===== src/hdl/rphd_pkg.sv =====
// ----------------------------------------------------------------------------
// rphd_pkg
// Types, result codes, character codes and helpers for the profile decoder.
// ----------------------------------------------------------------------------
package rphd_pkg;

    // One incoming character of the hex-text profile.
    typedef struct packed {
        logic [7:0]  text_byte;
        logic        start_of_text;
        logic [16:0] text_size;
    } in_item_t;

    // One result item.
    typedef struct packed {
        logic [1:0] result_kind;
        logic [7:0] decoded_byte;
    } out_item_t;

    // Result kinds
    localparam logic [1:0] KIND_BYTE    = 2'd0;
    localparam logic [1:0] KIND_LAST    = 2'd1;
    localparam logic [1:0] KIND_EMPTY   = 2'd2;
    localparam logic [1:0] KIND_CORRUPT = 2'd3;

    // Characters of interest
    localparam logic [7:0] CH_NUL   = 8'h00;
    localparam logic [7:0] CH_NL    = 8'h0A;
    localparam logic [7:0] CH_SPACE = 8'h20;
    localparam logic [7:0] CH_0     = 8'h30;
    localparam logic [7:0] CH_9     = 8'h39;
    localparam logic [7:0] CH_A     = 8'h61;
    localparam logic [7:0] CH_F     = 8'h66;

    // Parse phases, one-hot
    typedef enum logic [5:0] {
        PH_IDLE    = 6'b000001,
        PH_SEEK_NL = 6'b000010,
        PH_SKIP_WS = 6'b000100,
        PH_NUMBER  = 6'b001000,
        PH_CHECK   = 6'b010000,
        PH_DECODE  = 6'b100000
    } phase_t;

    function automatic logic is_dec(input logic [7:0] c);
        return (c >= CH_0) && (c <= CH_9);
    endfunction

    function automatic logic is_hex(input logic [7:0] c);
        return is_dec(c) || ((c >= CH_A) && (c <= CH_F));
    endfunction

    // Nibble value of a lowercase hex digit; only meaningful when is_hex holds.
    function automatic logic [3:0] hex_val(input logic [7:0] c);
        logic [3:0] v;
        if (is_dec(c))
        begin
            v = c[3:0];
        end
        else
        begin
            v = c[3:0] + 4'd9;
        end
        return v;
    endfunction

endpackage


===== src/hdl/rphd_step.sv =====
// ----------------------------------------------------------------------------
// rphd_step
// Next-state and result logic for one character of the profile text.
// ----------------------------------------------------------------------------
module rphd_step
    import rphd_pkg::*;
#(
    parameter int MAX_TEXT_BYTES = 65536
)
(
    input  in_item_t                              item,
    input  phase_t                                phase,
    input  logic [$clog2(MAX_TEXT_BYTES)-1:0]     pos,
    input  logic [$clog2(MAX_TEXT_BYTES+1)-1:0]   size,
    input  logic [$clog2(MAX_TEXT_BYTES+1)-1:0]   acc,
    input  logic [$clog2(MAX_TEXT_BYTES+1)-1:0]   nib,
    input  logic [3:0]                            hn,
    output phase_t                                phase_next,
    output logic [$clog2(MAX_TEXT_BYTES)-1:0]     pos_next,
    output logic [$clog2(MAX_TEXT_BYTES+1)-1:0]   size_next,
    output logic [$clog2(MAX_TEXT_BYTES+1)-1:0]   acc_next,
    output logic [$clog2(MAX_TEXT_BYTES+1)-1:0]   nib_next,
    output logic [3:0]                            hn_next,
    output logic                                  res_valid,
    output out_item_t                             res_item
);

    localparam int PosW  = $clog2(MAX_TEXT_BYTES);
    localparam int SizeW = $clog2(MAX_TEXT_BYTES + 1);
    localparam int CmpW  = (SizeW > 17) ? SizeW : 17;
    localparam int MulW  = SizeW + 4;

    logic [CmpW-1:0]  ext_size;
    logic [SizeW-1:0] size_clamp;
    phase_t           phase_c;
    logic [PosW-1:0]  pos_c;
    logic [SizeW-1:0] size_c;
    logic [SizeW-1:0] acc_c;
    logic [SizeW-1:0] nib_c;
    logic [3:0]       hn_c;
    logic             last_char;
    logic [SizeW-1:0] remaining;
    logic [MulW-1:0]  acc_scaled;
    logic             do_number;
    logic             do_decode;
    logic [SizeW-1:0] nib_dec;
    logic [7:0]       c;

    assign c        = item.text_byte;
    assign ext_size = CmpW'(item.text_size);

    // Zero size counts as one; oversize clamps to the maximum.
    always_comb
    begin
        if (ext_size == '0)
        begin
            size_clamp = SizeW'(1);
        end
        else if (ext_size > CmpW'(MAX_TEXT_BYTES))
        begin
            size_clamp = SizeW'(MAX_TEXT_BYTES);
        end
        else
        begin
            size_clamp = SizeW'(ext_size);
        end
    end

    // A start flag opens a fresh text, dropping any open one.
    always_comb
    begin
        if (item.start_of_text)
        begin
            phase_c = PH_SEEK_NL;
            pos_c   = '0;
            size_c  = size_clamp;
            acc_c   = '0;
            nib_c   = '0;
            hn_c    = '0;
        end
        else
        begin
            phase_c = phase;
            pos_c   = pos;
            size_c  = size;
            acc_c   = acc;
            nib_c   = nib;
            hn_c    = hn;
        end
    end

    assign last_char  = (SizeW'(pos_c) + SizeW'(1)) >= size_c;
    assign remaining  = size_c - SizeW'(1) - SizeW'(pos_c);
    assign acc_scaled = MulW'(acc_c) * MulW'(10) + MulW'(c[3:0]);

    always_comb
    begin
        phase_next = phase_c;
        pos_next   = pos_c;
        size_next  = size_c;
        acc_next   = acc_c;
        nib_next   = nib_c;
        hn_next    = hn_c;
        res_valid  = 1'b0;
        res_item   = '0;
        do_number  = 1'b0;
        do_decode  = 1'b0;
        nib_dec    = nib_c;

        if (phase_c != PH_IDLE)
        begin
            pos_next = pos_c + PosW'(1);
            if (last_char)
            begin
                // final character is consumed unseen
                res_valid            = 1'b1;
                res_item.result_kind = (phase_c == PH_DECODE) ? KIND_CORRUPT : KIND_EMPTY;
                phase_next           = PH_IDLE;
            end
            else if (pos_c != '0)
            begin
                case (phase_c)
                    PH_SEEK_NL:
                    begin
                        if (c == CH_NL)
                        begin
                            phase_next = PH_SKIP_WS;
                        end
                    end
                    PH_SKIP_WS:
                    begin
                        if (!(c == CH_NUL || c == CH_SPACE || c == CH_NL))
                        begin
                            do_number = 1'b1;
                        end
                    end
                    PH_NUMBER:
                    begin
                        do_number = 1'b1;
                    end
                    PH_CHECK:
                    begin
                        if (acc_c > (remaining >> 1))
                        begin
                            res_valid            = 1'b1;
                            res_item.result_kind = KIND_CORRUPT;
                            phase_next           = PH_IDLE;
                        end
                        else if (acc_c == '0)
                        begin
                            res_valid            = 1'b1;
                            res_item.result_kind = KIND_EMPTY;
                            phase_next           = PH_IDLE;
                        end
                        else
                        begin
                            // length fits: this character starts the hex data
                            nib_dec    = {acc_c[SizeW-2:0], 1'b0};
                            nib_next   = nib_dec;
                            phase_next = PH_DECODE;
                            do_decode  = 1'b1;
                        end
                    end
                    PH_DECODE:
                    begin
                        do_decode = 1'b1;
                    end
                    default:
                    begin
                    end
                endcase

                if (do_number)
                begin
                    if (is_dec(c))
                    begin
                        phase_next = PH_NUMBER;
                        // saturate at the maximum text size
                        if (acc_scaled > MulW'(MAX_TEXT_BYTES))
                        begin
                            acc_next = SizeW'(MAX_TEXT_BYTES);
                        end
                        else
                        begin
                            acc_next = SizeW'(acc_scaled);
                        end
                    end
                    else
                    begin
                        phase_next = PH_CHECK;
                    end
                end

                if (do_decode)
                begin
                    if (is_hex(c))
                    begin
                        nib_next = nib_dec - SizeW'(1);
                        if (!nib_dec[0])
                        begin
                            hn_next = hex_val(c);
                        end
                        else
                        begin
                            res_valid             = 1'b1;
                            res_item.decoded_byte = {hn_c, hex_val(c)};
                            if (nib_dec == SizeW'(1))
                            begin
                                res_item.result_kind = KIND_LAST;
                                phase_next           = PH_IDLE;
                            end
                            else
                            begin
                                res_item.result_kind = KIND_BYTE;
                            end
                        end
                    end
                    else if (c == CH_NUL)
                    begin
                        res_valid            = 1'b1;
                        res_item.result_kind = KIND_EMPTY;
                        phase_next           = PH_IDLE;
                    end
                end
            end
        end
    end

endmodule


===== src/hdl/rphd_out_stage.sv =====
// ----------------------------------------------------------------------------
// rphd_out_stage
// Result register: holds one result item until the consumer takes it.
// ----------------------------------------------------------------------------
module rphd_out_stage
    import rphd_pkg::*;
(
    input  logic      clk,
    input  logic      rst_n,
    input  logic      load,
    input  out_item_t load_item,
    input  logic      take,
    output logic      full,
    output logic      free,
    output out_item_t item
);

    logic      valid_reg;
    logic      valid_next;
    out_item_t item_reg;

    assign free       = !valid_reg || take;
    assign valid_next = load || (valid_reg && !take);

    always_ff @(posedge clk or negedge rst_n)
    begin
        if (!rst_n)
        begin
            valid_reg <= 1'b0;
        end
        else
        begin
            valid_reg <= valid_next;
        end
    end

    always_ff @(posedge clk)
    begin
        if (load)
        begin
            item_reg <= load_item;
        end
    end

    assign full = valid_reg;
    assign item = item_reg;

endmodule


===== src/hdl/raw_profile_hex_decoder.sv =====
// ----------------------------------------------------------------------------
// raw_profile_hex_decoder
// Decodes a hex-text profile (header line, decimal length, hex digit pairs)
// into bytes, one text character per cycle while no result is stalled.
// ----------------------------------------------------------------------------
//
//  Channel   Ports                                    Moves
//  -------   --------------------------------------   --------------------------
//  text      text_valid / text_ready / text_item      one character in per item
//  result    result_valid / result_ready / result_item  byte, last, empty or corrupt
//
//  Flow: one character per cycle while no result is stalled. An item is
//  parsed in the input register, and its result (if any) is loaded into the
//  result register when the item retires. The parse state lives beside the
//  input register, so the next character follows directly.
//  Reset: asynchronous, active low; parse phase returns to idle (no text open).
//  Stalls: a character that yields a result waits in the input register only
//  while the result register is full and not being taken; characters that
//  yield nothing pass through regardless.
//
module raw_profile_hex_decoder
    import rphd_pkg::*;
#(
    parameter int MAX_TEXT_BYTES = 65536
)
(
    input  logic      clk,
    input  logic      rst_n,
    input  logic      text_valid,
    output logic      text_ready,
    input  in_item_t  text_item,
    output logic      result_valid,
    input  logic      result_ready,
    output out_item_t result_item
);

    localparam int PosW  = $clog2(MAX_TEXT_BYTES);
    localparam int SizeW = $clog2(MAX_TEXT_BYTES + 1);

    // input register
    logic             in_v_reg;
    logic             in_v_next;
    in_item_t         in_item_reg;

    // parse state
    phase_t           phase_reg;
    phase_t           phase_next;
    logic [PosW-1:0]  pos_reg;
    logic [PosW-1:0]  pos_next;
    logic [SizeW-1:0] size_reg;
    logic [SizeW-1:0] size_next;
    logic [SizeW-1:0] acc_reg;
    logic [SizeW-1:0] acc_next;
    logic [SizeW-1:0] nib_reg;
    logic [SizeW-1:0] nib_next;
    logic [3:0]       hn_reg;
    logic [3:0]       hn_next;

    logic             step_res_v;
    out_item_t        step_res;
    logic             out_free;
    logic             out_full;
    logic             advance;
    logic             take_in;

    // The item in the input register retires when its result has room.
    assign advance    = in_v_reg && (!step_res_v || out_free);
    assign text_ready = !in_v_reg || advance;
    assign take_in    = text_valid && text_ready;
    assign in_v_next  = take_in || (in_v_reg && !advance);

    always_ff @(posedge clk or negedge rst_n)
    begin
        if (!rst_n)
        begin
            in_v_reg <= 1'b0;
        end
        else
        begin
            in_v_reg <= in_v_next;
        end
    end

    always_ff @(posedge clk)
    begin
        if (take_in)
        begin
            in_item_reg <= text_item;
        end
    end

    rphd_step #(
        .MAX_TEXT_BYTES (MAX_TEXT_BYTES)
    ) u_step (
        .item       (in_item_reg),
        .phase      (phase_reg),
        .pos        (pos_reg),
        .size       (size_reg),
        .acc        (acc_reg),
        .nib        (nib_reg),
        .hn         (hn_reg),
        .phase_next (phase_next),
        .pos_next   (pos_next),
        .size_next  (size_next),
        .acc_next   (acc_next),
        .nib_next   (nib_next),
        .hn_next    (hn_next),
        .res_valid  (step_res_v),
        .res_item   (step_res)
    );

    // Parse state commits only when the item retires.
    always_ff @(posedge clk or negedge rst_n)
    begin
        if (!rst_n)
        begin
            phase_reg <= PH_IDLE;
            pos_reg   <= '0;
            size_reg  <= '0;
            acc_reg   <= '0;
            nib_reg   <= '0;
            hn_reg    <= '0;
        end
        else if (advance)
        begin
            phase_reg <= phase_next;
            pos_reg   <= pos_next;
            size_reg  <= size_next;
            acc_reg   <= acc_next;
            nib_reg   <= nib_next;
            hn_reg    <= hn_next;
        end
    end

    rphd_out_stage u_out (
        .clk       (clk),
        .rst_n     (rst_n),
        .load      (advance && step_res_v),
        .load_item (step_res),
        .take      (result_ready),
        .full      (out_full),
        .free      (out_free),
        .item      (result_item)
    );

    assign result_valid = out_full;

    // ------------------------------------------------------------------------
    // Assertions
    // ------------------------------------------------------------------------

    // A result never lands on a full register that is not being emptied.
    a_no_overwrite: assert property (@(posedge clk) disable iff (!rst_n)
        (out_full && !result_ready) |-> !(advance && step_res_v))
        else $error("result register overwritten");

    // Any terminating result closes the text.
    a_final_closes: assert property (@(posedge clk) disable iff (!rst_n)
        (advance && step_res_v && step_res.result_kind != KIND_BYTE)
            |=> (phase_reg == PH_IDLE))
        else $error("text still open after final result");

    // While decoding there is always at least one nibble outstanding.
    a_nibbles_left: assert property (@(posedge clk) disable iff (!rst_n)
        (phase_reg == PH_DECODE) |-> (nib_reg != '0))
        else $error("decode phase with no nibbles left");

    // An open text never runs past its size.
    a_pos_in_text: assert property (@(posedge clk) disable iff (!rst_n)
        (phase_reg != PH_IDLE) |-> (SizeW'(pos_reg) < size_reg))
        else $error("byte position beyond text size");

endmodule

===== config.mk =====
export PLATFORM = sky130hd
export DESIGN_NAME = raw_profile_hex_decoder
export DESIGN_NICKNAME = d
export VERILOG_FILES = /design/src/hdl/rphd_pkg.sv /design/src/hdl/rphd_step.sv /design/src/hdl/rphd_out_stage.sv /design/src/hdl/raw_profile_hex_decoder.sv
export SDC_FILE = /design/constraint.sdc
export NUM_CORES = 1
export LEC_CHECK = 0
export ABC_CLOCK_PERIOD_IN_PS = 9500
export BUFFER_PORTS_ARGS = -buffer_cell sky130_fd_sc_hd__buf_4
export CAP_MARGIN = 20
export CELL_PAD_IN_SITES_DETAIL_PLACEMENT = 0
export CELL_PAD_IN_SITES_GLOBAL_PLACEMENT = 1
export CORE_AREA = 2 2 166 168
export CTS_CLUSTER_DIAMETER = 40
export DETAILED_ROUTE_END_ITERATION = 16
export DIE_AREA = 0 0 168 170
export PLACE_DENSITY_LB_ADDON = 0.1
export SLEW_MARGIN = 20
export SYNTH_ARGS = -nofsm -noshare
export SYNTH_HDL_FRONTEND = slang
export SYNTH_SLANG_ARGS = --single-unit

===== constraint.sdc =====
create_clock -name clk -period 9.5 [get_ports clk]
set_input_delay 1.9 -clock clk [delete_from_list [all_inputs] [get_ports clk]]
set_output_delay 1.9 -clock clk [all_outputs]
set_load 0.03 [all_outputs]

Yosys cells after proc, flatten, opt, wreduce, memory -nomap -nowiden
Index checks and enable logic that the tools add are counted.
- bits in registers: 115
- input port bits: 30
- output and inout port bits: 12
- logic and storage cells: 148
- add/sub/neg operators: 7
- $mul: 1
- order comparisons: 8
- equal/unequal tests: 9
- mux-type cells: 80
- bitwise gates (word level): 5
- reductions and logical operators: 25
- operators with widths (cell ; number):
    2-to-1 mux 17 bit ; 22
    2-to-1 mux 6 bit ; 13
    logical NOT 17 bit ; 2
    subtractor 17 x 1 -> 17 bit, second input constant ; 2
    2-to-1 mux 16 bit ; 2
    2-to-1 mux 4 bit ; 8
    2-to-1 mux 10 bit ; 3
    adder 21 x 4 -> 21 bit ; 1
    greater-than comparator 21 x 17 -> 1 bit, second input constant ; 1
    2-to-1 mux 1 bit ; 21
    multiplier 17 x 3 -> 20 bit, second input constant ; 1
    adder 16 x 1 -> 17 bit, second input constant ; 1
    == test 17 x 1 -> 1 bit, second input constant ; 1
    greater-or-equal comparator 17 bit ; 1
    greater-than comparator 17 x 16 -> 1 bit ; 1
    greater-than comparator 17 bit, second input constant ; 1
    subtractor 17 x 16 -> 17 bit ; 1
    adder 16 x 1 -> 16 bit, second input constant ; 1
    nonzero test 16 bit ; 1
    2-to-1 mux 2 bit ; 6
    one-hot mux 6 bit (2 select lines) ; 1
    == test 8 x 4 -> 1 bit, second input constant ; 1
    == test 8 x 6 -> 1 bit, second input constant ; 1
    greater-or-equal comparator 8 x 6 -> 1 bit, second input constant ; 1
    19 further kinds ; 41

Depth between registers and ports, before layout
Gate-level depths: netlist of run 1.
- word-level depth: 24
- depth in mapped cells: 36
- depth with buffers taken out: 32

Cells and area by module
A second synthesis of run 1 with hierarchy kept.
- cell total of the unflattened synthesis: 1173
- area total of the unflattened synthesis: 10578.9 sq um
- modules (own cells, without submodules) (module ; instances ; cells an instance ; area an instance (sq um) ; sequential area each (sq um)):
    rphd_step ; 1 ; 965 ; 6508.7 ; 0.0
    raw_profile_hex_decoder ; 1 ; 195 ; 3722.3 ; 2733.9
    rphd_out_stage ; 1 ; 13 ; 347.8 ; 325.3

Least setup slack after synthesis of run 1
OpenSTA, ideal clock, no wires.
- kind: register to output
- start: reg in_item_reg[17] in the netlist's numbering
- end: out text_ready
- data arrival time: 5.620 ns
- required time: 7.600 ns
- path slack: 1.980 ns
- stages on the path, launching flop included: 28
- path buffers: 5
- cells stage by stage: edfxtp_1 -> clkbuf_1 -> inv_1 -> clkbuf_1 -> clkbuf_1 -> buf_1 -> clkbuf_1 -> nand2_1 -> ha_1 -> nand2_1 -> a211o_1 -> and3_1 -> o311a_1 -> nor2_1 -> o21a_1 -> nand2b_1 -> a31oi_1 -> nor2_1 -> xor2_1 -> ha_1 -> a21o_1 -> a211oi_1 -> o211ai_1 -> a211o_1 -> a21oi_1 -> o211ai_2 -> and2_1 -> nand2_1
- word-level cells in the longest chain between the ends: 19
- elaborated cells between the ends (all ways): 41
- those cells by class: 3 x add/sub; 2 x order compare; 3 x eq/ne; 27 x mux; 6 x reduce/logical
- RTL lines (item ; line ; RTL):
    start: declaration ; raw_profile_hex_decoder.sv:43 ; in_item_t in_item_reg;
    start signal: assignment ; raw_profile_hex_decoder.sv:88 ; in_item_reg <= text_item;
    2-to-1 mux 17 bit ; rphd_step.sv:72 ; if (item.start_of_text)
    subtractor 17 x 1 -> 17 bit ; rphd_step.sv:93 ; assign remaining = size_c - SizeW'(1) - SizeW'(pos_c);
    subtractor 17 x 16 -> 17 bit ; rphd_step.sv:93 ;
    greater-than comparator 17 x 16 -> 1 bit ; rphd_step.sv:143 ; if (acc_c > (remaining >> 1))
    2-to-1 mux 17 bit ; rphd_step.sv:143 ;
    2-to-1 mux 17 bit ; rphd_step.sv:122 ; case (phase_c)
    2-to-1 mux 17 bit ; rphd_step.sv:120 ; else if (pos_c != '0)
    2-to-1 mux 17 bit ; rphd_step.sv:113 ; if (last_char)
    (+3 left out) ; -- ;
    2-to-1 mux 1 bit ; rphd_step.sv:194 ; if (do_decode)
    2-to-1 mux 1 bit ; rphd_step.sv:120 ;
    2-to-1 mux 1 bit ; rphd_step.sv:113 ;
    2-to-1 mux 1 bit (*) ; rphd_step.sv:110 ; if (phase_c != PH_IDLE)
    logical NOT 1 bit (*) ; raw_profile_hex_decoder.sv:67 ; assign advance = in_v_reg && (!step_res_v || out_free);
    logical OR 1 bit (*) ; raw_profile_hex_decoder.sv:67 ;
    logical AND 1 bit (*) ; raw_profile_hex_decoder.sv:67 ;
    logical OR 1 bit (*) ; raw_profile_hex_decoder.sv:68 ; assign text_ready = !in_v_reg || advance;
    end: declaration ; raw_profile_hex_decoder.sv:30 ; output logic text_ready,
Every way passes the cells marked *; elsewhere a longest branch is shown, timed or not. The select of a mux whose other input is x is not followed.

Worst setup path after layout of run 1
- start: reg in_item_reg[5] in the netlist's numbering
- end: out text_ready
- word-level cells in the longest chain between the ends: 22
- elaborated cells between the ends (all ways): 32
- those cells by class: 2 x add/sub; 3 x order compare; 22 x mux; 5 x reduce/logical
- RTL lines (item ; line ; RTL):
    greater-than comparator 17 bit ; rphd_step.sv:59 ; else if (ext_size > CmpW'(MAX_TEXT_BYTES))
    2-to-1 mux 17 bit ; rphd_step.sv:59 ;
    2-to-1 mux 17 bit (*) ; rphd_step.sv:55 ; if (ext_size == '0)
    2-to-1 mux 17 bit (*) ; rphd_step.sv:72 ;
    via size_next[0] ; raw_profile_hex_decoder.sv:51 ; logic [SizeW-1:0] size_next;
    subtractor 17 x 1 -> 17 bit ; rphd_step.sv:93 ;
    subtractor 17 x 16 -> 17 bit ; rphd_step.sv:93 ;
    greater-than comparator 17 x 16 -> 1 bit ; rphd_step.sv:143 ;
    (+7 left out) ; -- ;
    2-to-1 mux 1 bit ; rphd_step.sv:194 ;
    2-to-1 mux 1 bit ; rphd_step.sv:120 ;
    2-to-1 mux 1 bit (*) ; rphd_step.sv:113 ;
    2-to-1 mux 1 bit (*) ; rphd_step.sv:110 ;
    logical NOT 1 bit (*) ; raw_profile_hex_decoder.sv:67 ;
    logical OR 1 bit (*) ; raw_profile_hex_decoder.sv:67 ;
    logical AND 1 bit (*) ; raw_profile_hex_decoder.sv:67 ;
    logical OR 1 bit (*) ; raw_profile_hex_decoder.sv:68 ;
Mark *: on every way through the listed nets, which the timed path passes. The rest lies on a longest branch. The select of a mux whose other input is x is not followed.

==> results.tsv, run 1 <==
metric	value	unit
Top cell by count, worst path	o21ai_0	
Hold Buf Count CTS	0	
Num CTS Buffers	17	
CTS Buffer Depth	2	
Rows	60	
area grow syn2layout	13.7	%
Initial Utilization	34.5	%
Reg2Reg Setup Slack	2.00	ns
Netlist cell types	92	
vias in the first global route	7770	
Skew-Pair Late Insertion Delay	0.43	ns
crit path time final	8.11	ns
Slew Limit Fails	0	
H-tree depth	4	
slowest CP cell	nor4_1	
GRT Overall Usage	19.9	%
die area	0.0286	sq mm
# diodes	0	
Vias/cell	5.42	
I/O Buffers	41	
setup violators final	0	
gp weighted congestion	0.816	
register area share after synthesis	33.3	%
post-synthesis instance total	1034	
Max stage delay on crit path	0.57	ns
WP data required	7.60	ns
area leader, netlist	dfrtp_1	
Fin. Hold Viols	0	
#FFs+latches synth	115	
DP HPWL	20600	microns
WHS	0.470	ns
synthesis warning total	0	
Max Cap Viol	0	
initial antenna violation count	0	
Clock Skew	0.0131	ns
CTS tree	yes	
fmax	0.123	GHz
drt pass-1 iters	5	
RSZ-0062 raised after global routing	false	
Slew HR	33.7	%
gr ovfl total	0	
pin count of the biggest net entering global routing	64	
clock-pin slew of the registers on the worst-case setup and hold paths	0.06	ns
Die Height	170	microns
Worst Slack Setup Final	1.39	ns
Die Width	168	microns
DR vias	7709	
pwr/cell area	147	mW/mm^2
CTS sink cnt	115	
final wirelength	27200	microns
Iter 0 DRT Violations	469	
largest cells by area after synthesis	dfrtp_1 21%, ha_1 12%, edfxtp_1 12%	
post-CTS sizing	0	
worst hold path class	reg -> reg	
CP max FO	4	
Mapped Nets	1156	
total power	1.53	mW
Antenna Violating Nets Remaining	0	
final net count	1190	
crit path DAT	6.21	ns
layout cells sized above 1	11.2	%
first-pass GRT wire length	44100	microns
EDFF count, synth	36	
status	complete, no violations	
Post-synth top flop	dfrtp_1	
WS Path Type	reg -> out	
asr flop ratio synth	68.7	%
DRC	0	
worst slew pin tran	0.990	ns
core box area	0.0267	sq mm
Largest register FFs	26	
pre-CTS setup slack	1.75	ns
Leakage	4.64	nW
most common cell after layout, fill and taps aside	nand2_1	
syn_area_per_cell	8.89	sq um
post-DR wirelength/cell	19.1	microns
Worst VDD drop	0.000111	V
Crit. End Element	output pin	
synthesized area	0.00919	sq mm
CP Launch Type	flop	
clock root buffer master	clkbuf_16	
fin crit share	85.3	%
# Post-CTS Setup Buffers	0	
post-layout utilization of the core	39.2	%
I/O pin count	42	
setup TNS	0	ns
share of the synthesized area in the top cell type	21.2	%
most frequent cells in the layout	119 x nand2_1, 89 x ha_1, 86 x nor2_1, 78 x dfrtp_1, 63 x o21ai_0	
## cell type report
cell class / instances / area, sq um
Fill cell: 2692 / 16200
Multi-Input combinational cell: 833 / 5770
Sequential cell: 115 / 3060
Clock buffer: 18 / 429
Tap cell: 341 / 427
Timing Repair Buffer: 52 / 390
Clock inverter: 14 / 188
Inverter: 49 / 184
## cell usage after synthesis (16+ instances only)
master / number
nand2_1: 119
ha_1: 89
nor2_1: 86
dfrtp_1: 78
o21ai_0: 63
a21oi_1: 59
inv_1: 49
xnor2_1: 38
edfxtp_1: 36
nor2b_1: 27
xor2_1: 26
nand3_1: 23
nor4_1: 20
clkbuf_1: 19
nor3_1: 17
a21o_1: 16
a22oi_1: 16
and3_1: 16
## path summary, 6_finish.rpt
path	startpoint	depth (start not counted)	endpoint
worst max-delay path	in_item_reg[5]	27	text_ready
worst min-delay path	hn_reg[3]	2	hn_reg[3]
worst max register to register	in_item_reg[5]	31	phase_reg[5]
worst min register to register	hn_reg[3]	2	hn_reg[3]
max in group asynchronous	rst_n	2	size_reg[2]
min in group asynchronous	rst_n	1	nib_reg[11]
## critical path, delay by kind of cell (launching register included)
family | cells | cell delay (ns)
flip-flops | 1 | 0.41
AO/OA/AOI/OAI | 15 | 2.81
buffers and inverters | 2 | 0.21
AND/OR/NAND/NOR | 6 | 1.29
adder cells (fa/ha/maj) | 3 | 0.89
XOR/XNOR | 1 | 0.15
## per-layer routing
metal / GRT usage, % / part of all wire (%) / vias to the layer above
met4: 6.50 / 2.3 / 0
met2: 32.3 / 47 / 121
met3: 3.21 / 3.2 / 38
met5: 0 / 0 / -
li1: - / - / 3842
met1: 27.0 / 48 / 3708
## report_power, final
group	switching [mW]	internal, mW	total, mW
Clock	0.257	0.438	0.694
Combinational	0.177	0.105	0.283
Sequential	0.0204	0.535	0.555
## cell families (layout without fill, tap and decap cells)
logic type | count (synthesis) | after routing | share of synthesized area [%]
and+or+nand+nor | 391 | 391 | 21.9
xor gates and xnor gates | 64 | 64 | 6.10
DFF | 115 | 115 | 33.3
AOI/OAI and AO/OA | 269 | 269 | 20.0
muxes | 17 | 17 | 1.89
adders and majority gates | 92 | 92 | 12.8
buffers and inverters | 86 | 133 | 3.99
## stage by stage
step	cells	area (sq um)
after floorplan	1034	9190
after global placement	1390	9830
after detailed placement	1390	9830
after CTS	1422	10500
after global routing	1422	10500
final	1422	10500
No activity file was read; power rests on OpenSTA's default activity.
==> run 2, diff against run 1 <==
--- a/config.mk
+++ b/config.mk
@@ -10,12 +10,13 @@
 export CAP_MARGIN = 20
 export CELL_PAD_IN_SITES_DETAIL_PLACEMENT = 0
 export CELL_PAD_IN_SITES_GLOBAL_PLACEMENT = 1
-export CORE_AREA = 2 2 166 168
+export CORE_AREA = 2 2 218 220
 export CTS_CLUSTER_DIAMETER = 40
 export DETAILED_ROUTE_END_ITERATION = 16
-export DIE_AREA = 0 0 168 170
+export DIE_AREA = 0 0 220 222
 export PLACE_DENSITY_LB_ADDON = 0.1
 export SLEW_MARGIN = 20
 export SYNTH_ARGS = -nofsm -noshare
 export SYNTH_HDL_FRONTEND = slang
+export SYNTH_HIERARCHICAL = 1
 export SYNTH_SLANG_ARGS = --single-unit
==> run 2 against run 1 <==
Cell area increased by 16%. Hold slack better by 0.025 ns. Utilization down 13 points. Non-clock buffer count up 10. Sequential power hardly changed. Critical path depth did not move. Critical path type unchanged.
==> results.tsv, run 2 <==
metric	value	unit	change
most frequent cells in the layout	103 x nand2_1, 88 x ha_1, 87 x nor2_1, 78 x dfrtp_1		was 119 x nand2_1, 89 x ha_1, 86 x nor2_1, 78 x dfrtp_1, 63 x o21ai_0
layout cells sized above 1	15.4	%	was 11.2%
#FFs+latches synth	115		unchanged
Leakage	5.13	nW	was 4.64 nW
fin crit share	91.9	%	was 85.3%
synthesized area	0.0106	sq mm	was 0.00919 sq mm
Mapped Nets	1294		was 1156
Netlist cell types	105		was 92
Iter 0 DRT Violations	484		was 469
hold path depth	1		was 2
first-pass GRT wire length	59000	microns	was 44100 microns
worst hold path class	reg -> reg		unchanged
Net Sw Frac	32.1	%	was 29.7%
CTS sink cnt	115		unchanged
Skew-Pair Late Insertion Delay	0.46	ns	was 0.43 ns
Clock Skew	0.0166	ns	was 0.0131 ns
die area	0.0488	sq mm	was 0.0286 sq mm
setup TNS	0	ns	unchanged
gp weighted congestion	0.768		was 0.816
WHS	0.495	ns	was 0.470 ns
P_sw	0.491	mW	was 0.455 mW
Hold Buf Count CTS	0		unchanged
final instance area	0.0121	sq mm	was 0.0105 sq mm
initial antenna violation count	0		unchanged
DP HPWL	28800	microns	was 20600 microns
I/O Buffers	41		unchanged
Worst VDD drop	0.000116	V	was 0.000111 V
Num CTS Buffers	17		unchanged
Slew HR	35.7	%	was 33.7%
Die Width	220	microns	was 168 microns
core box area	0.0463	sq mm	was 0.0267 sq mm
# diodes	0		unchanged
CTS tree	yes		unchanged
count leader, synth	nand2_1		unchanged
vias in the first global route	9232		was 7770
DR vias	9074		was 7709
Die Height	222	microns	was 170 microns
Antenna Violating Nets Remaining	0		unchanged
Post-synth top flop	dfrtp_1		unchanged
Initial Utilization	22.9	%	was 34.5%
DP Area	0.0116	sq mm	was 0.00983 sq mm
Rows	79		was 60
EDFF count, synth	36		unchanged
share of the synthesized area in the top cell type	18.5	%	was 21.2%
area grow syn2layout	14.8	%	was 13.7%
drt pass-1 iters	5		unchanged
Slew Limit Fails	0		unchanged
clock root buffer master	clkbuf_16		unchanged
sequential share of power	36.4	%	was 36.2%
CP max FO	15		was 4
clock-pin slew of the registers on the worst-case setup and hold paths	0.05	ns	was 0.06 ns
I/O pin count	42		unchanged
RSZ-0062 raised after global routing	false		unchanged
hold path startpoint	size_reg[12]		was hn_reg[3]
pwr/cell area	126	mW/mm^2	was 147 mW/mm^2
WS Path Type	reg -> out		unchanged
register area share after synthesis	28.9	%	was 33.3%
DRC	0		unchanged
syn_area_per_cell	9.02	sq um	was 8.89 sq um
R2R cell count	29		was 31
Largest register FFs	26		unchanged
Crit. End Element	output pin		unchanged
CTS Buffer Depth	2		unchanged
Vias/cell	4.96		was 5.42
largest cells by area after synthesis	dfrtp_1 18%, ha_1 10%, edfxtp_1 10%		was dfrtp_1 21%, ha_1 12%, edfxtp_1 12%
most common cell after layout, fill and taps aside	nand2_1		unchanged
RR Endpoint	nib_reg[14]		was phase_reg[5]
post-DR wirelength/cell	21.0	microns	was 19.1 microns
Reg2Reg Setup Slack	2.08	ns	was 2.00 ns
H-tree depth	4		unchanged
combinational share of power	21.9	%	was 18.4%
fmax	0.115	GHz	was 0.123 GHz
Endpoint, Worst Hold	size_reg[12]		was hn_reg[3]
Clk pwr share	41.7	%	was 45.3%
crit path DAT	6.83	ns	was 6.21 ns
crit path time final	8.73	ns	was 8.11 ns
synthesis warning total	6		was 0
status	complete, no violations		unchanged
post-synthesis instance total	1173		was 1034
pin count of the biggest net entering global routing	78		was 64
Fin. Hold Viols	0		unchanged
asr flop ratio synth	68.7	%	unchanged
GRT Overall Usage	16.3	%	was 19.9%
gr ovfl total	0		unchanged
final net count	1330		was 1190
area leader, netlist	dfrtp_1		unchanged
final wirelength	38400	microns	was 27200 microns
Max Cap Viol	0		unchanged
worst slew pin tran	0.963	ns	was 0.990 ns
P_int	1.04	mW	was 1.08 mW
CP Launch Type	flop		unchanged
Post-synth top cells	103 x nand2_1, 88 x ha_1, 88 x nor2_1		was 119 x nand2_1, 89 x ha_1, 86 x nor2_1
reg-to-reg startpoint	in_item_reg[8]		was in_item_reg[5]
setup violators final	0		unchanged
WP data required	7.60	ns	about the same
[run 2: cell types whose count changed after synthesis, sizes merged, moves of 8 or more]
cell	previous run	this run
mux2	3	81
nand2	120	105
o31ai	5	13
a22o	15	2
inv	49	58
clkbuf	19	27
nor3	19	33
[run 2: layout make-up]
class | instances | area [sq um]
sequential | 115 | 3060
fill | 5022 | 34100
multi-input combinational | 955 | 7070
tap | 607 | 759
inverter | 58 | 223
clock inverter | 11 | 113
timing repair buffer | 62 | 478
clock buffer | 21 | 440
[run 2: layer usage]
metal | global-route usage (%) | wire length (microns) | vias up
met3 | 2.77 | 1070 | 31
li1 | - | - | 4445
met5 | 0 | 0 | -
met2 | 25.9 | 17700 | 118
met4 | 5.39 | 850 | 0
met1 | 22.1 | 18800 | 4480
[run 2: kinds of logic after synthesis]
kind of cell | after synthesis | share of synthesized area [%]
AND/OR/NAND/NOR | 408 | 20.7
adder cells (fa/ha/maj) | 91 | 11.0
multiplexers | 94 | 9.85
buffers and inverters | 103 | 4.39
AO/OA/AOI/OAI | 297 | 19.8
XOR/XNOR | 65 | 5.38
flip-flops | 115 | 28.9
[run 2: metrics by stage]
| step | total power, mW | util, % | setup slack, ns | instances |
|---|---|---|---|---|
| after floorplan | 0.783 | - | 1.12 | 1173 |
| after global placement | 0.907 | 25.0 | 0.981 | 1797 |
| after detailed placement | 0.904 | 25.0 | 0.877 | 1797 |
| after CTS | 1.56 | 26.2 | 0.319 | 1829 |
| after global routing | 1.62 | 26.3 | 0.0288 | 1829 |
| final | 1.53 | 26.3 | 0.772 | 1829 |
[run 2: repair_timing]
action / 4_1_cts / 5_1_grt
setup buffers: 0 / 0
gates resized for setup: 0 / 3
setup endpoints to repair: 0 / 1
[run 2: how the worst max path moves through the flow]
stage	slack, ns	cells past startpoint	start	to
after floorplan	1.12	30	in_item_reg[17]	text_ready
after global placement	0.98	27	in_item_reg[13]	text_ready
after detailed placement	0.88	27	in_item_reg[13]	text_ready
after CTS	0.32	27	in_item_reg[13]	text_ready
after global routing	0.03	27	in_item_reg[13]	text_ready
final	0.77	27	in_item_reg[8]	text_ready
[run 2: power groups by stage]
stage | Combinational, mW | Clock [mW] | Sequential [mW]
detailed placement | 0.338 | 0 | 0.567
CTS | 0.339 | 0.663 | 0.558
finish | 0.335 | 0.639 | 0.557
global placement | 0.339 | 0 | 0.569
floorplan | 0.226 | 0 | 0.557
global route | 0.375 | 0.684 | 0.561
[run 2: worst max-delay path, stage by stage (launching register included)]
cell       delay (ns)
edfxtp_1         0.43
nor4_4           0.38
a41oi_2          0.26
nor2_1           0.19
buf_4            0.23
a22oi_1          0.12
inv_1            0.10
ha_1             0.27
a21oi_1          0.23
o21bai_1         0.13
a21oi_1          0.25
o221ai_1         0.31
a2111oi_2        0.43
o21bai_1         0.13
a21oi_1          0.18
xor2_1           0.16
ha_1             0.26
a21o_1           0.17
a211o_1          0.29
a31o_2           0.23
a22o_2           0.39
or3_1            0.42
a21oi_1          0.15
nor2_1           0.05
nor2_1           0.13
a21oi_1          0.14
nand3b_1         0.15
buf_4            0.18
==> run 3, diff against run 2 <==
--- a/config.mk
+++ b/config.mk
@@ -15,6 +15,7 @@
 export DETAILED_ROUTE_END_ITERATION = 16
 export DIE_AREA = 0 0 220 222
 export PLACE_DENSITY_LB_ADDON = 0.1
+export RECOVER_POWER = 100
 export SLEW_MARGIN = 20
 export SYNTH_ARGS = -nofsm -noshare
 export SYNTH_HDL_FRONTEND = slang
==> run 3 against run 2 <==
The flow now finishes with violations (capacitance limit, slew limit). Die area is the same. Register-to-register slack lost 0.73 ns. Clock power is essentially flat. Global-route usage is the same. Critical path depth is the same. Critical endpoint unchanged. Highest routed layer unchanged.
==> results.tsv, run 3 (synthesis gave the netlist of run 2 again) <==
metric	value	unit	change
Worst setup startpoint	in_item_reg[8]		unchanged
Iter 0 DRT Violations	476		was 484
Slew HR	-87.4	%	was 35.7%
status	finished with violations		was complete, no violations
sequential share of power	36.4	%	about the same
multi-input combinational cell area	0.00707	sq mm	about the same
Vias/cell	4.96		about the same
pre-CTS setup slack	0.877	ns	unchanged
P_sw	0.491	mW	about the same
CTS sink cnt	115		unchanged
combinational share of power	21.8	%	was 21.9%
Antenna Violating Nets Remaining	0		unchanged
GRT Overall Usage	16.3	%	unchanged
RSZ-0062 raised after global routing	false		unchanged
gp weighted congestion	0.768		unchanged
Rows	79		unchanged
WP data required	7.60	ns	about the same
post-layout utilization of the core	26.1	%	was 26.3%
most frequent cells in the layout	103 x nand2_1, 88 x nor2_1, 88 x ha_1, 78 x dfrtp_1, 62 x o21ai_0		was 103 x nand2_1, 88 x ha_1, 87 x nor2_1, 78 x dfrtp_1
reg-to-reg startpoint	in_item_reg[8]		unchanged
pwr/cell area	127	mW/mm^2	was 126 mW/mm^2
Cell Count, Final, Fillers Out	1829		unchanged
WS Path Type	reg -> out		unchanged
fillers	5040		was 5022
Placed Instances	1797		unchanged
Clk pwr share	41.8	%	was 41.7%
final instance area	0.0121	sq mm	about the same
initial antenna violation count	0		unchanged
most common cell after layout, fill and taps aside	nand2_1		unchanged
I/O pin count	42		unchanged
Hold Buf Count CTS	0		unchanged
worst slew pin tran	2.81	ns	was 0.963 ns
vias in the first global route	9232		unchanged
# Post-CTS Setup Buffers	0		unchanged
crit path time final	8.74	ns	was 8.73 ns
DP HPWL	28800	microns	unchanged
RR Endpoint	nib_reg[16]		was nib_reg[14]
Top cell by count, worst path	a21oi_1		unchanged
Slew Limit Fails	82		was 0
setup TNS	0	ns	unchanged
die area	0.0488	sq mm	unchanged
Initial Utilization	22.9	%	unchanged
post-DR wirelength/cell	21.0	microns	about the same
Max Cap Viol	2		was 0
pin count of the biggest net entering global routing	78		unchanged
drt pass-1 iters	5		unchanged
met1 usage	22.1	%	unchanged
Largest register FFs	26		unchanged
DP Area	0.0116	sq mm	unchanged
H-tree depth	4		unchanged
I/O Buffers	41		unchanged
first-pass GRT wire length	59000	microns	unchanged
post-CTS sizing	0		unchanged
hold path depth	1		unchanged
core box area	0.0463	sq mm	unchanged
crit path DAT	6.84	ns	was 6.83 ns
total power	1.53	mW	about the same
violated checks	capacitance limit, slew limit		
Skew-Pair Late Insertion Delay	0.46	ns	about the same
CTS Buffer Depth	2		unchanged
final wirelength	38500	microns	was 38400 microns
Die Height	222	microns	unchanged
GR Layer Usage met3	2.77	%	unchanged
Clock Skew	0.0168	ns	was 0.0166 ns
Reg area	0.00306	sq mm	unchanged
hold path startpoint	size_reg[12]		unchanged
Max stage delay on crit path	0.43	ns	about the same
Net Sw Frac	32.1	%	about the same
Worst Slack Setup Final	0.761	ns	was 0.772 ns
setup violators final	0		unchanged
clock root buffer master	clkbuf_16		unchanged
WHS	0.495	ns	about the same
final net count	1330		unchanged
fmax	0.114	GHz	was 0.115 GHz
R2R cell count	29		unchanged
# diodes	0		unchanged
DRC	0		unchanged
DR vias	9070		was 9074
Crit. End Element	output pin		unchanged
Leakage	5.05	nW	was 5.13 nW
Fin. Hold Viols	0		unchanged
Reg2Reg Setup Slack	1.35	ns	was 2.08 ns
Num CTS Buffers	17		unchanged
layout cells sized above 1	13.8	%	was 15.4%
gr ovfl total	0		unchanged
area grow syn2layout	14.1	%	was 14.8%
slowest CP cell	edfxtp_1		unchanged
worst hold path class	reg -> reg		unchanged
Top Usage Layer GRT	met2		unchanged
CP max FO	15		unchanged
Worst VDD drop	0.000116	V	about the same
CTS tree	yes		unchanged
Endpoint, Worst Hold	size_reg[12]		unchanged
fin crit share	92.0	%	was 91.9%
CP Launch Type	flop		unchanged
Die Width	220	microns	unchanged
P_int	1.04	mW	about the same
clock-pin slew of the registers on the worst-case setup and hold paths	0.05	ns	about the same
met2 Usage GRT	25.9	%	unchanged
-- run 3: cell types whose count changed in the layout (fill, tap and decap cells not counted), sizes merged --
cell and change:
buf -43, clkbuf +43, clkinv +1, inv -1
-- run 3: metal layers --
| layer | routed length (microns) | up-vias |
|---|---|---|
| met4 | 861 | 0 |
| met3 | 1010 | 33 |
| met2 | 17600 | 120 |
| li1 | - | 4443 |
| met1 | 19000 | 4474 |
| met5 | 0 | - |
-- run 3: worst max-delay path by stage --
stage | to | cells after the start
after detailed placement | text_ready | 27
after floorplan | text_ready | 30
after CTS | text_ready | 27
final | text_ready | 27
after global routing | text_ready | 27
after global placement | text_ready | 27
-- run 3: worst max-delay path: cells and delay by family (launching register included) --
kind | cells | cell delay [ns]
AOI/OAI and AO/OA | 15 | 3.41
buffers and inverters | 3 | 0.54
DFF | 1 | 0.43
and+or+nand+nor | 6 | 1.32
adders and majority gates | 2 | 0.53
xor gates and xnor gates | 1 | 0.16
-- run 3: area by class of cell --
cell class / count / share of cell area [%]
Inverter: 58 / 1.85
Sequential cell: 115 / 25.4
Timing Repair Buffer: 62 / 3.33
Multi-Input combinational cell: 955 / 58.6
Clock inverter: 11 / 0.933
Tap cell: 607 / 6.29
Clock buffer: 21 / 3.65
-- run 3: power by group through the flow --
stage                     clock (mW)  combinational [mW]  sequential, mW
after floorplan                    0               0.226           0.557
after global placement             0               0.339           0.569
after detailed placement           0               0.338           0.567
after CTS                      0.663               0.339           0.558
after global routing           0.684               0.373           0.561
final                          0.639               0.333           0.557
